## src/sv/kpa_pkg.sv

```systemverilog
// Shared types and constants for the Kraus pair apply block.
`default_nettype none

package kpa_pkg;

    // Configuration register widths and indexes
    localparam int OPCNT_W  = 4;
    localparam int TQ_W     = 5;
    localparam int ROWCNT_W = 21;
    localparam int CFG_W    = 21;
    localparam int CFG_IDX_W = 2;
    localparam int TQ_SPAN  = 32;  // row compare width covers any target bit

    localparam logic [CFG_IDX_W-1:0] CFG_OPERATOR_COUNT = 2'd0;
    localparam logic [CFG_IDX_W-1:0] CFG_TARGET_QUBIT   = 2'd1;
    localparam logic [CFG_IDX_W-1:0] CFG_ROW_COUNT      = 2'd2;

    localparam logic [OPCNT_W-1:0]  OPCNT_RESET  = 4'd1;
    localparam logic [TQ_W-1:0]     TQ_RESET     = 5'd0;
    localparam logic [ROWCNT_W-1:0] ROWCNT_RESET = 21'd1048576;

    // Field widths fixed by the interface
    localparam int OPIDX_W = 3;
    localparam int POS_W   = 2;
    // Operator counter width, holds up to 31
    localparam int OPC_W   = 5;

    localparam logic CMD_LOAD  = 1'b0;
    localparam logic CMD_APPLY = 1'b1;

    localparam logic [POS_W-1:0] POS_K00 = 2'd0;
    localparam logic [POS_W-1:0] POS_K01 = 2'd1;
    localparam logic [POS_W-1:0] POS_K10 = 2'd2;
    localparam logic [POS_W-1:0] POS_K11 = 2'd3;

    typedef enum logic [1:0] {
        ST_IDLE,
        ST_ISSUE,
        ST_DRAIN,
        ST_EMIT
    } t_state;

    // Controller to datapath commands
    typedef struct packed {
        logic             take;
        logic             rd_en;
        logic [OPC_W-1:0] op;
        logic [POS_W-1:0] pos;
        logic             out_load;
        logic             out_last;
    } t_ctl;

    // Datapath to controller status
    typedef struct packed {
        logic             go;
        logic             paired;
        logic [OPC_W-1:0] count;
        logic             out_free;
    } t_sts;

endpackage

`default_nettype wire

```

## src/sv/kpa_ctrl.sv

```systemverilog
// Sequencer for coefficient reads, product drain and result emission.
`default_nettype none

module kpa_ctrl
    import kpa_pkg::*;
(
    input  wire  i_clk,
    input  wire  i_rst_n,
    input  wire  i_valid,
    input  t_sts i_sts,
    output logic o_stall,
    output t_ctl o_ctl
);

    t_state           r_state, n_state;
    logic [OPC_W-1:0] r_op, n_op;
    logic [POS_W-1:0] r_pos, n_pos;
    logic             r_wait, n_wait;
    logic             w_last_pos;
    logic             w_last_op;

    assign w_last_pos = !i_sts.paired || (r_pos == POS_K11);
    assign w_last_op  = (OPC_W'(r_op + 1'b1) == i_sts.count);

    always_ff @(posedge i_clk) begin
        if (!i_rst_n) begin
            r_state <= ST_IDLE;
            r_op    <= '0;
            r_pos   <= '0;
            r_wait  <= 1'b0;
        end else begin
            r_state <= n_state;
            r_op    <= n_op;
            r_pos   <= n_pos;
            r_wait  <= n_wait;
        end
    end

    // Next state
    always_comb begin
        n_state = r_state;
        n_op    = r_op;
        n_pos   = r_pos;
        n_wait  = r_wait;
        unique case (r_state)
            ST_IDLE: begin
                if (i_valid && i_sts.go) begin
                    n_state = ST_ISSUE;
                    n_op    = '0;
                    n_pos   = POS_K00;
                end
            end
            ST_ISSUE: begin
                if (w_last_pos) begin
                    n_state = ST_DRAIN;
                    n_wait  = 1'b0;
                end else begin
                    n_pos = POS_W'(r_pos + 1'b1);
                end
            end
            ST_DRAIN: begin
                n_wait = 1'b1;
                if (r_wait) begin
                    n_state = ST_EMIT;
                end
            end
            ST_EMIT: begin
                if (i_sts.out_free) begin
                    if (w_last_op) begin
                        n_state = ST_IDLE;
                    end else begin
                        n_state = ST_ISSUE;
                        n_op    = OPC_W'(r_op + 1'b1);
                        n_pos   = POS_K00;
                    end
                end
            end
            default: n_state = ST_IDLE;
        endcase
    end

    // Outputs
    always_comb begin
        o_stall        = 1'b1;
        o_ctl.take     = 1'b0;
        o_ctl.rd_en    = 1'b0;
        o_ctl.op       = r_op;
        o_ctl.pos      = r_pos;
        o_ctl.out_load = 1'b0;
        o_ctl.out_last = w_last_op;
        unique case (r_state)
            ST_IDLE: begin
                o_stall    = 1'b0;
                o_ctl.take = i_valid;
            end
            ST_ISSUE: o_ctl.rd_en = 1'b1;
            ST_DRAIN: ;
            ST_EMIT:  o_ctl.out_load = i_sts.out_free;
            default:  ;
        endcase
    end

    a_load_free: assert property (@(posedge i_clk) disable iff (!i_rst_n)
        o_ctl.out_load |-> i_sts.out_free)
        else $error("result loaded into a full output register");

    a_start: assert property (@(posedge i_clk) disable iff (!i_rst_n)
        (o_ctl.take && i_sts.go) |=> (r_state == ST_ISSUE && r_op == '0 && r_pos == POS_K00))
        else $error("apply word did not start at operator zero");

    a_single: assert property (@(posedge i_clk) disable iff (!i_rst_n)
        (r_state == ST_ISSUE && !i_sts.paired) |=> (r_state == ST_DRAIN))
        else $error("unpaired row issued more than one product");

    a_drain: assert property (@(posedge i_clk) disable iff (!i_rst_n)
        (r_state == ST_DRAIN && !r_wait) |=> (r_state == ST_DRAIN && r_wait))
        else $error("drain cut short before accumulation finished");

endmodule

`default_nettype wire

```

## src/sv/kpa_datapath.sv

```systemverilog
// Coefficient table, complex multiply pipeline, accumulators and output register.
`default_nettype none

module kpa_datapath
    import kpa_pkg::*;
#(
    parameter int MAX_OPERATORS = 8,
    parameter int ROW_BITS      = 20,
    parameter int SAMPLE_WIDTH  = 16
) (
    input  wire                          i_clk,
    input  wire                          i_rst_n,
    input  t_ctl                         i_ctl,
    output t_sts                         o_sts,
    input  wire                          i_cfg_we,
    input  wire  [CFG_IDX_W-1:0]         i_cfg_index,
    input  wire  [CFG_W-1:0]             i_cfg_data,
    input  wire                          i_cmd,
    input  wire  [OPIDX_W-1:0]           i_coef_operator,
    input  wire  [POS_W-1:0]             i_coef_position,
    input  wire  signed [SAMPLE_WIDTH-1:0] i_coef_real,
    input  wire  signed [SAMPLE_WIDTH-1:0] i_coef_imag,
    input  wire  [ROW_BITS-1:0]          i_row_index,
    input  wire  signed [SAMPLE_WIDTH-1:0] i_first_real,
    input  wire  signed [SAMPLE_WIDTH-1:0] i_first_imag,
    input  wire  signed [SAMPLE_WIDTH-1:0] i_second_real,
    input  wire  signed [SAMPLE_WIDTH-1:0] i_second_imag,
    input  wire                          i_stall,
    output logic                         o_valid,
    output logic [OPIDX_W-1:0]           o_operator_index,
    output logic [ROW_BITS-1:0]          o_out_row,
    output logic signed [SAMPLE_WIDTH-1:0] o_out_first_real,
    output logic signed [SAMPLE_WIDTH-1:0] o_out_first_imag,
    output logic signed [SAMPLE_WIDTH-1:0] o_out_second_real,
    output logic signed [SAMPLE_WIDTH-1:0] o_out_second_imag,
    output logic                         o_second_valid,
    output logic                         o_last
);

    localparam int SW     = SAMPLE_WIDTH;
    localparam int FRAC_W = SW - 2;
    localparam int PROD_W = 2 * SW;
    localparam int ACC_W  = 2 * SW + 2;
    localparam int DEPTH  = MAX_OPERATORS * 4;
    localparam int ADDR_W = $clog2(DEPTH);
    localparam int CMP_W  = TQ_SPAN + 1;

    localparam logic signed [ACC_W-1:0] HALF =
        {{(ACC_W-FRAC_W){1'b0}}, 1'b1, {(FRAC_W-1){1'b0}}};
    localparam logic signed [ACC_W-1:0] SAT_HI =
        {{(ACC_W-SW+1){1'b0}}, {(SW-1){1'b1}}};
    localparam logic signed [ACC_W-1:0] SAT_LO =
        {{(ACC_W-SW+1){1'b1}}, {(SW-1){1'b0}}};

    function automatic logic signed [SW-1:0] f_round_sat(input logic signed [ACC_W-1:0] a);
        logic signed [ACC_W-1:0] s;
        logic signed [ACC_W-1:0] v;
        s = a + HALF;
        v = s >>> FRAC_W;
        if (v > SAT_HI) begin
            f_round_sat = SAT_HI[SW-1:0];
        end else if (v < SAT_LO) begin
            f_round_sat = SAT_LO[SW-1:0];
        end else begin
            f_round_sat = v[SW-1:0];
        end
    endfunction

    // Configuration
    logic [OPCNT_W-1:0]  r_opcnt;
    logic [TQ_W-1:0]     r_tq;
    logic [ROWCNT_W-1:0] r_rowcnt;

    always_ff @(posedge i_clk) begin
        if (!i_rst_n) begin
            r_opcnt  <= OPCNT_RESET;
            r_tq     <= TQ_RESET;
            r_rowcnt <= ROWCNT_RESET;
        end else if (i_cfg_we) begin
            unique case (i_cfg_index)
                CFG_OPERATOR_COUNT: r_opcnt  <= i_cfg_data[OPCNT_W-1:0];
                CFG_TARGET_QUBIT:   r_tq     <= i_cfg_data[TQ_W-1:0];
                CFG_ROW_COUNT:      r_rowcnt <= i_cfg_data[ROWCNT_W-1:0];
                default: ;
            endcase
        end
    end

    // Row checks on the incoming word
    logic [CMP_W-1:0] w_row_ext, w_partner, w_rowcnt_ext;
    logic [OPC_W-1:0] w_count;
    logic             w_in_paired;

    assign w_row_ext    = CMP_W'(i_row_index);
    assign w_rowcnt_ext = CMP_W'(r_rowcnt);
    assign w_partner    = w_row_ext ^ (CMP_W'(1) << r_tq);
    assign w_in_paired  = (w_partner < w_rowcnt_ext);
    assign w_count      = (OPC_W'(r_opcnt) > OPC_W'(MAX_OPERATORS)) ?
                          OPC_W'(MAX_OPERATORS) : OPC_W'(r_opcnt);

    assign o_sts.go = (i_cmd == CMD_APPLY) && (w_row_ext < w_rowcnt_ext) &&
                      (w_partner > w_row_ext) && (w_count != '0);
    assign o_sts.count    = w_count;
    assign o_sts.out_free = !o_valid || !i_stall;

    // Captured pair
    logic [ROW_BITS-1:0]   r_row;
    logic signed [SW-1:0]  r_ar, r_ai, r_br, r_bi;
    logic                  r_paired;

    always_ff @(posedge i_clk) begin
        if (i_ctl.take) begin
            r_row    <= i_row_index;
            r_ar     <= i_first_real;
            r_ai     <= i_first_imag;
            r_br     <= i_second_real;
            r_bi     <= i_second_imag;
            r_paired <= w_in_paired;
        end
    end
    assign o_sts.paired = r_paired;

    // Coefficient table
    logic [2*SW-1:0]   r_mem [DEPTH];
    logic [2*SW-1:0]   r_rd_data;
    logic [ADDR_W-1:0] w_wr_addr, w_rd_addr;
    logic              w_wr_en;

    assign w_wr_en   = i_ctl.take && (i_cmd == CMD_LOAD) &&
                       (OPC_W'(i_coef_operator) < OPC_W'(MAX_OPERATORS));
    assign w_wr_addr = ADDR_W'({OPC_W'(i_coef_operator), i_coef_position});
    assign w_rd_addr = ADDR_W'({i_ctl.op, i_ctl.pos});

    always_ff @(posedge i_clk) begin
        if (w_wr_en) begin
            r_mem[w_wr_addr] <= {i_coef_real, i_coef_imag};
        end
    end

    always_ff @(posedge i_clk) begin
        if (i_ctl.rd_en) begin
            r_rd_data <= r_mem[w_rd_addr];
        end
    end

    // Pipeline tags
    logic             r_s1_vld, r_s2_vld;
    logic [POS_W-1:0] r_s1_pos, r_s2_pos;

    always_ff @(posedge i_clk) begin
        if (!i_rst_n) begin
            r_s1_vld <= 1'b0;
            r_s2_vld <= 1'b0;
        end else begin
            r_s1_vld <= i_ctl.rd_en;
            r_s2_vld <= r_s1_vld;
        end
    end

    always_ff @(posedge i_clk) begin
        r_s1_pos <= i_ctl.pos;
        r_s2_pos <= r_s1_pos;
    end

    // Complex multiply: K times a for even positions, K times b for odd
    logic signed [SW-1:0]     w_kr, w_ki, w_vr, w_vi;
    logic signed [PROD_W-1:0] r_p_rr, r_p_ii, r_p_ri, r_p_ir;

    assign w_kr = r_rd_data[2*SW-1:SW];
    assign w_ki = r_rd_data[SW-1:0];
    assign w_vr = r_s1_pos[0] ? r_br : r_ar;
    assign w_vi = r_s1_pos[0] ? r_bi : r_ai;

    always_ff @(posedge i_clk) begin
        r_p_rr <= w_kr * w_vr;
        r_p_ii <= w_ki * w_vi;
        r_p_ri <= w_kr * w_vi;
        r_p_ir <= w_ki * w_vr;
    end

    // Accumulate: first row takes K00 and K01, partner takes K10 and K11
    logic signed [ACC_W-1:0] w_re, w_im;
    logic signed [ACC_W-1:0] r_fr, r_fi, r_sr, r_si;

    assign w_re = ACC_W'(r_p_rr) - ACC_W'(r_p_ii);
    assign w_im = ACC_W'(r_p_ri) + ACC_W'(r_p_ir);

    always_ff @(posedge i_clk) begin
        if (r_s2_vld) begin
            case (r_s2_pos)
                POS_K00: begin
                    r_fr <= w_re;
                    r_fi <= w_im;
                end
                POS_K01: begin
                    r_fr <= r_fr + w_re;
                    r_fi <= r_fi + w_im;
                end
                POS_K10: begin
                    r_sr <= w_re;
                    r_si <= w_im;
                end
                default: begin
                    r_sr <= r_sr + w_re;
                    r_si <= r_si + w_im;
                end
            endcase
        end
    end

    // Output register
    always_ff @(posedge i_clk) begin
        if (!i_rst_n) begin
            o_valid <= 1'b0;
        end else if (i_ctl.out_load) begin
            o_valid <= 1'b1;
        end else if (!i_stall) begin
            o_valid <= 1'b0;
        end
    end

    always_ff @(posedge i_clk) begin
        if (i_ctl.out_load) begin
            o_operator_index  <= i_ctl.op[OPIDX_W-1:0];
            o_out_row         <= r_row;
            o_out_first_real  <= f_round_sat(r_fr);
            o_out_first_imag  <= f_round_sat(r_fi);
            o_out_second_real <= r_paired ? f_round_sat(r_sr) : '0;
            o_out_second_imag <= r_paired ? f_round_sat(r_si) : '0;
            o_second_valid    <= r_paired;
            o_last            <= i_ctl.out_last;
        end
    end

endmodule

`default_nettype wire

```

## src/sv/kraus_pair_apply_core.sv

```systemverilog
// Top level of the Kraus pair apply block: controller plus datapath.
// Flow: after acceptance each operator's table reads pass the read, multiply and accumulate
// registers, the sequencer drains them, then loads the result word once the output is free.
// Input stalls until the last result word is loaded; the table read, multiply and accumulate
// stages of the one shared multiplier set pace the block.
// Reset: synchronous, active low; control cleared, registers to 1, 0, 1048576, table kept.
`default_nettype none

module kraus_pair_apply_core
    import kpa_pkg::*;
#(
    parameter int MAX_OPERATORS = 8,
    parameter int ROW_BITS      = 20,
    parameter int SAMPLE_WIDTH  = 16
) (
    input  wire                            i_clk,
    input  wire                            i_rst_n,
    // configuration write port
    input  wire                            i_cfg_we,
    input  wire  [CFG_IDX_W-1:0]           i_cfg_index,
    input  wire  [CFG_W-1:0]               i_cfg_data,
    // input word channel
    input  wire                            i_valid,
    output logic                           o_stall,
    input  wire                            i_cmd,
    input  wire  [OPIDX_W-1:0]             i_coef_operator,
    input  wire  [POS_W-1:0]               i_coef_position,
    input  wire  signed [SAMPLE_WIDTH-1:0] i_coef_real,
    input  wire  signed [SAMPLE_WIDTH-1:0] i_coef_imag,
    input  wire  [ROW_BITS-1:0]            i_row_index,
    input  wire  signed [SAMPLE_WIDTH-1:0] i_first_real,
    input  wire  signed [SAMPLE_WIDTH-1:0] i_first_imag,
    input  wire  signed [SAMPLE_WIDTH-1:0] i_second_real,
    input  wire  signed [SAMPLE_WIDTH-1:0] i_second_imag,
    // result word channel
    output logic                           o_valid,
    input  wire                            i_stall,
    output logic [OPIDX_W-1:0]             o_operator_index,
    output logic [ROW_BITS-1:0]            o_out_row,
    output logic signed [SAMPLE_WIDTH-1:0] o_out_first_real,
    output logic signed [SAMPLE_WIDTH-1:0] o_out_first_imag,
    output logic signed [SAMPLE_WIDTH-1:0] o_out_second_real,
    output logic signed [SAMPLE_WIDTH-1:0] o_out_second_imag,
    output logic                           o_second_valid,
    output logic                           o_last
);

    // Commands flow from the sequencer, status flows back.
    t_ctl w_ctl;
    t_sts w_sts;

    // Sequencer: accept in idle, then per operator issue one or four
    // coefficient reads, drain the pipe, and hand the result to the output
    // register once it is free.
    kpa_ctrl u_ctrl (
        .i_clk   (i_clk),
        .i_rst_n (i_rst_n),
        .i_valid (i_valid),
        .i_sts   (w_sts),
        .o_stall (o_stall),
        .o_ctl   (w_ctl)
    );

    // Datapath: config registers, row checks, coefficient table, shared
    // complex multiplier, round and saturate, output register.
    kpa_datapath #(
        .MAX_OPERATORS (MAX_OPERATORS),
        .ROW_BITS      (ROW_BITS),
        .SAMPLE_WIDTH  (SAMPLE_WIDTH)
    ) u_datapath (
        .i_clk             (i_clk),
        .i_rst_n           (i_rst_n),
        .i_ctl             (w_ctl),
        .o_sts             (w_sts),
        .i_cfg_we          (i_cfg_we),
        .i_cfg_index       (i_cfg_index),
        .i_cfg_data        (i_cfg_data),
        .i_cmd             (i_cmd),
        .i_coef_operator   (i_coef_operator),
        .i_coef_position   (i_coef_position),
        .i_coef_real       (i_coef_real),
        .i_coef_imag       (i_coef_imag),
        .i_row_index       (i_row_index),
        .i_first_real      (i_first_real),
        .i_first_imag      (i_first_imag),
        .i_second_real     (i_second_real),
        .i_second_imag     (i_second_imag),
        .i_stall           (i_stall),
        .o_valid           (o_valid),
        .o_operator_index  (o_operator_index),
        .o_out_row         (o_out_row),
        .o_out_first_real  (o_out_first_real),
        .o_out_first_imag  (o_out_first_imag),
        .o_out_second_real (o_out_second_real),
        .o_out_second_imag (o_out_second_imag),
        .o_second_valid    (o_second_valid),
        .o_last            (o_last)
    );

endmodule

`default_nettype wire

```

## config.mk

```make
export PLATFORM = sky130hd
export DESIGN_NAME = kraus_pair_apply_core
export DESIGN_NICKNAME = d
export VERILOG_FILES = /design/src/sv/kpa_pkg.sv /design/src/sv/kpa_ctrl.sv /design/src/sv/kpa_datapath.sv /design/src/sv/kraus_pair_apply_core.sv
export SDC_FILE = /design/constraint.sdc
export NUM_CORES = 2
export LEC_CHECK = 0
export ABC_AREA = 1
export BUFFER_PORTS_ARGS = -buffer_cell sky130_fd_sc_hd__buf_2
export CELL_PAD_IN_SITES_DETAIL_PLACEMENT = 1
export CELL_PAD_IN_SITES_GLOBAL_PLACEMENT = 2
export CORE_MARGIN = 1.5
export CORE_UTILIZATION = 45
export DETAILED_ROUTE_END_ITERATION = 10
export PLACE_DENSITY = 0.94
export SYNTH_ARGS = -nofsm -noshare
export SYNTH_HDL_FRONTEND = slang
export SYNTH_HIERARCHICAL = 1
export SYNTH_SLANG_ARGS = --single-unit
```

## constraint.sdc

```tcl
create_clock -name i_clk -period 15.8 [get_ports i_clk]
set_input_delay 0 -clock i_clk [delete_from_list [all_inputs] [get_ports i_clk]]
set_output_delay 0 -clock i_clk [all_outputs]
set_load 0.1 [all_outputs]
```

==> metrics <==
Final Max Tran Viols 0; reg2reg setup slack 6.44 ns; syn avg cell area slightly above 9 um^2; Final #Nets ~14000; worst min-delay path category primary input to register; WP data arrival 10.07 ns; unrepaired setup endpoints after global routing false; core area 0.251 mm^2; grt peak-use layer met2; number of buffers added on ports 240; Syn Inst Count 12200; GPL Wtd Cong 0.942; Post-CTS Setup Bufs 0; CTS tree built; GR Layer Usage met2 56.2%; Period minus WS final around 9.4 ns; Antenna Nets Post-Route 0; first-pass iteration count of the detailed router 5; DP Wirelength 297000 um; crit start category register; number of buffers on the longest clock path 3; fmax 107 MHz; Num CTS Buffers 172; asr flop ratio synth 0%; Slew @ Worst Pin 1.22 ns; routed vias 93600; Hold EP u_datapath/r_mem[0][27]$_DFFE_PP_; net count after synthesis between 10000 and 15000; GRT overflow 0; Synth Register Bits 1541; first-pass GRT wire length between 600000 and 700000 um; H-tree depth 4; Reg-to-Reg End u_datapath/r_p_ii[19]$_DFF_P_; die area 0.256 mm^2; Top Ports 241; CTS Sinks approximately 1500; total track usage 33.5%; hold path startpoint i_coef_real[11]; layout cells sized above 1 6.89%; CP endpoint kind register; Routed WL around 430000 um; Main synth FF type edfxtp_1; fin crit share 59.3%; Syn. warnings 6; Worst Hold Depth 2; Crit Path Class register to register; Chip Width 506 um; Initial Util between 40% and 50%; clk_skew 0.139 ns; Rel. slew slack 18.5%; post-synthesis sequential area ratio 39.2%; met1 Usage GRT 39.4%; outcome finished, final reports clean; Data required, critical path 16.50 ns; Via density approximately 5.8; DRT iter0 DRCs approximately 7900; row count between 150 and 200; largest net degree at the start of global routing 249; Clock Latency Late Sink 0.94 ns; Final Hold Viols 0; max-cap check violation count 0; Non-Filler Instances 16100; Post-synth EDFFs 1366; placed cell count 15400; WL/cell about 27 um; reg-to-reg startpoint u_datapath/r_s1_pos[0]$_DFF_P_; grt met3 use 6.17%; final setup fails 0; clk root buf clkbuf_16; Setup WS pre-CTS 7.05 ns; Crit Path Max Fanout 34; Yosys cell types 65; final worst slack around 6.4 ns; R2R cell count 21; DRC Markers 0; clock slew at reported path FFs 0.07 ns; Die Y 506 um; vias in the first global route 103000; initial antenna violation count 20; Layout area overhead 12.0%; post-route setup TNS 0 ns; cell area after synthesis about 0.11 mm^2
==> how the worst max path moves through the flow <==
| stage | startpoint | end | slack, ns |
|---|---|---|---|
| floorplan | u_datapath/r_s1_pos[0]$_DFF_P_ | u_datapath/r_p_ri[31]$_DFF_P_ | 9.75 |
| global placement | u_datapath/r_s1_pos[0]$_DFF_P_ | u_datapath/r_p_ri[24]$_DFF_P_ | 7.09 |
| detailed placement | u_datapath/r_s1_pos[0]$_DFF_P_ | u_datapath/r_p_ii[25]$_DFF_P_ | 7.05 |
| CTS | u_datapath/r_s1_pos[0]$_DFF_P_ | u_datapath/r_p_ii[21]$_DFF_P_ | 7.02 |
| global route | u_datapath/r_s1_pos[0]$_DFF_P_ | u_datapath/r_p_ii[19]$_DFF_P_ | 6.33 |
| finish | u_datapath/r_s1_pos[0]$_DFF_P_ | u_datapath/r_p_ii[19]$_DFF_P_ | 6.44 |
==> registers in the layout (all words and copies together), names as in the netlist, 20 cells and up <==
signal and cells:
u_datapath/o_out_row 20, u_datapath/r_fi 34, u_datapath/r_fr 34, u_datapath/r_mem 1024, u_datapath/r_p_ii 32, u_datapath/r_p_ir 32
u_datapath/r_p_ri 32, u_datapath/r_p_rr 32, u_datapath/r_rd_data 32, u_datapath/r_row 20, u_datapath/r_rowcnt 21, u_datapath/r_si 34
u_datapath/r_sr 34
==> cell usage after synthesis (6+ instances only) <==
| master | instances | area, um^2 |
|---|---|---|
| nand2_1 | 1953 | 7330 |
| inv_1 | 1877 | 7050 |
| nor2_1 | 1665 | 6250 |
| edfxtp_1 | 1366 | 41000 |
| fa_1 | 1054 | 21100 |
| o21ai_0 | 830 | 4150 |
| ha_1 | 585 | 7320 |
| nand3_1 | 494 | 2470 |
| a21oi_1 | 455 | 2280 |
| clkbuf_1 | 317 | 1190 |
| o221ai_1 | 200 | 1750 |
| dfxtp_1 | 175 | 3500 |
| xor2_1 | 164 | 1440 |
| nand4_1 | 101 | 632 |
| xnor2_1 | 95 | 832 |
| or2_2 | 94 | 588 |
| buf_2 | 78 | 390 |
| nor3_1 | 73 | 365 |
| o22ai_1 | 64 | 400 |
| o21bai_1 | 52 | 390 |
| nand3b_1 | 49 | 368 |
| o21ai_1 | 45 | 225 |
| a31oi_1 | 38 | 238 |
| a21o_1 | 32 | 240 |
| and2_1 | 28 | 175 |
| buf_4 | 25 | 188 |
| a21boi_0 | 24 | 180 |
| o21a_1 | 22 | 165 |
| nand2_2 | 21 | 131 |
| nor4_1 | 19 | 119 |
| clkinv_1 | 16 | 60.1 |
| inv_2 | 16 | 60.1 |
| o21ai_2 | 14 | 123 |
| buf_1 | 12 | 45.0 |
| nand3_2 | 12 | 120 |
| nor3_2 | 9 | 90.1 |
| buf_6 | 8 | 90.1 |
| a211oi_1 | 7 | 52.6 |
| nor2_2 | 7 | 43.8 |
| nor2_4 | 6 | 67.6 |
| o211ai_1 | 6 | 45.0 |
==> worst max-delay path, cell delays in order (launching register included) <==
cell and delay [ns]:
dfxtp_2 0.99, inv_1 0.81, or2_2 0.54, nand2_1 0.67
inv_1 0.71, nand2_1 0.27, fa_1 0.45, fa_1 0.44
fa_1 0.49, inv_1 0.06, fa_1 0.50, fa_1 0.50
inv_1 0.06, fa_1 0.52, inv_1 0.06, ha_1 0.42
nand2_1 0.18, nor2_1 0.43, a21oi_1 0.22, nand2_1 0.30
a21oi_1 0.14, xnor2_1 0.45
==> cell usage in the layout, fill, tap and decap left out, types with 287 or more instances in the layout <==
cell	count
edfxtp_1	1366
dlygate4sd3_1	287
a21oi_1	455
fa_1	1054
ha_1	584
nand2_1	1952
o21ai_0	827
inv_1	1869
nand3_1	494
nor2_1	1631
==> final cells by class <==
class	count	area (um^2)
diodes	44	110
clock buffers	216	4520
clock inverters	97	1260
fillers	28500	124000
inverters	1910	7200
multi-input cells	8261	60400
flip-flops and latches	1541	44500
well taps	3348	4190
repair buffers	662	5090
==> routing by layer <==
metal / wire, um / vias to the layer above / share of wire, %
met5: 42 / - / 0.0097
met2: 208000 / 4154 / 48
met4: 31000 / 8 / 7.2
met3: 32000 / 1423 / 7.4
met1: 160000 / 47600 / 37
li1: - / 40500 / -
==> cells by family after synthesis <==
group / Yosys count / share of synthesized area, %
muxes: 2 / 0.0176
DFF: 1541 / 39.2
other: 1 / 0.00330
AOI/OAI and AO/OA: 1808 / 9.17
buffers and inverters: 2351 / 8.00
adders and majority gates: 1639 / 25.0
xor gates and xnor gates: 259 / 2.00
and+or+nand+nor: 4552 / 16.7
==> what timing repair did <==
item	in CTS	in global routing
hold endpoints to repair	1283	0
gates resized for setup	0	0
hold buffers	287	0
==> through the flow <==
| step | utilization [%] | hold WS (ns) | instance area [um^2] |
|---|---|---|---|
| final | 50.7 | 0.114 | 127000 |
| after global routing | 50.7 | 0.0910 | 127000 |
| after CTS | 50.6 | 0.0216 | 127000 |
| after detailed placement | 47.2 | 0.179 | 119000 |
| after global placement | 47.2 | 0.177 | 119000 |
| after floorplan | - | 0.0989 | 114000 |
Power is left out: the tool's default activity adds up to more than one toggle a clock period on the data nets, which glitch-free logic cannot reach.
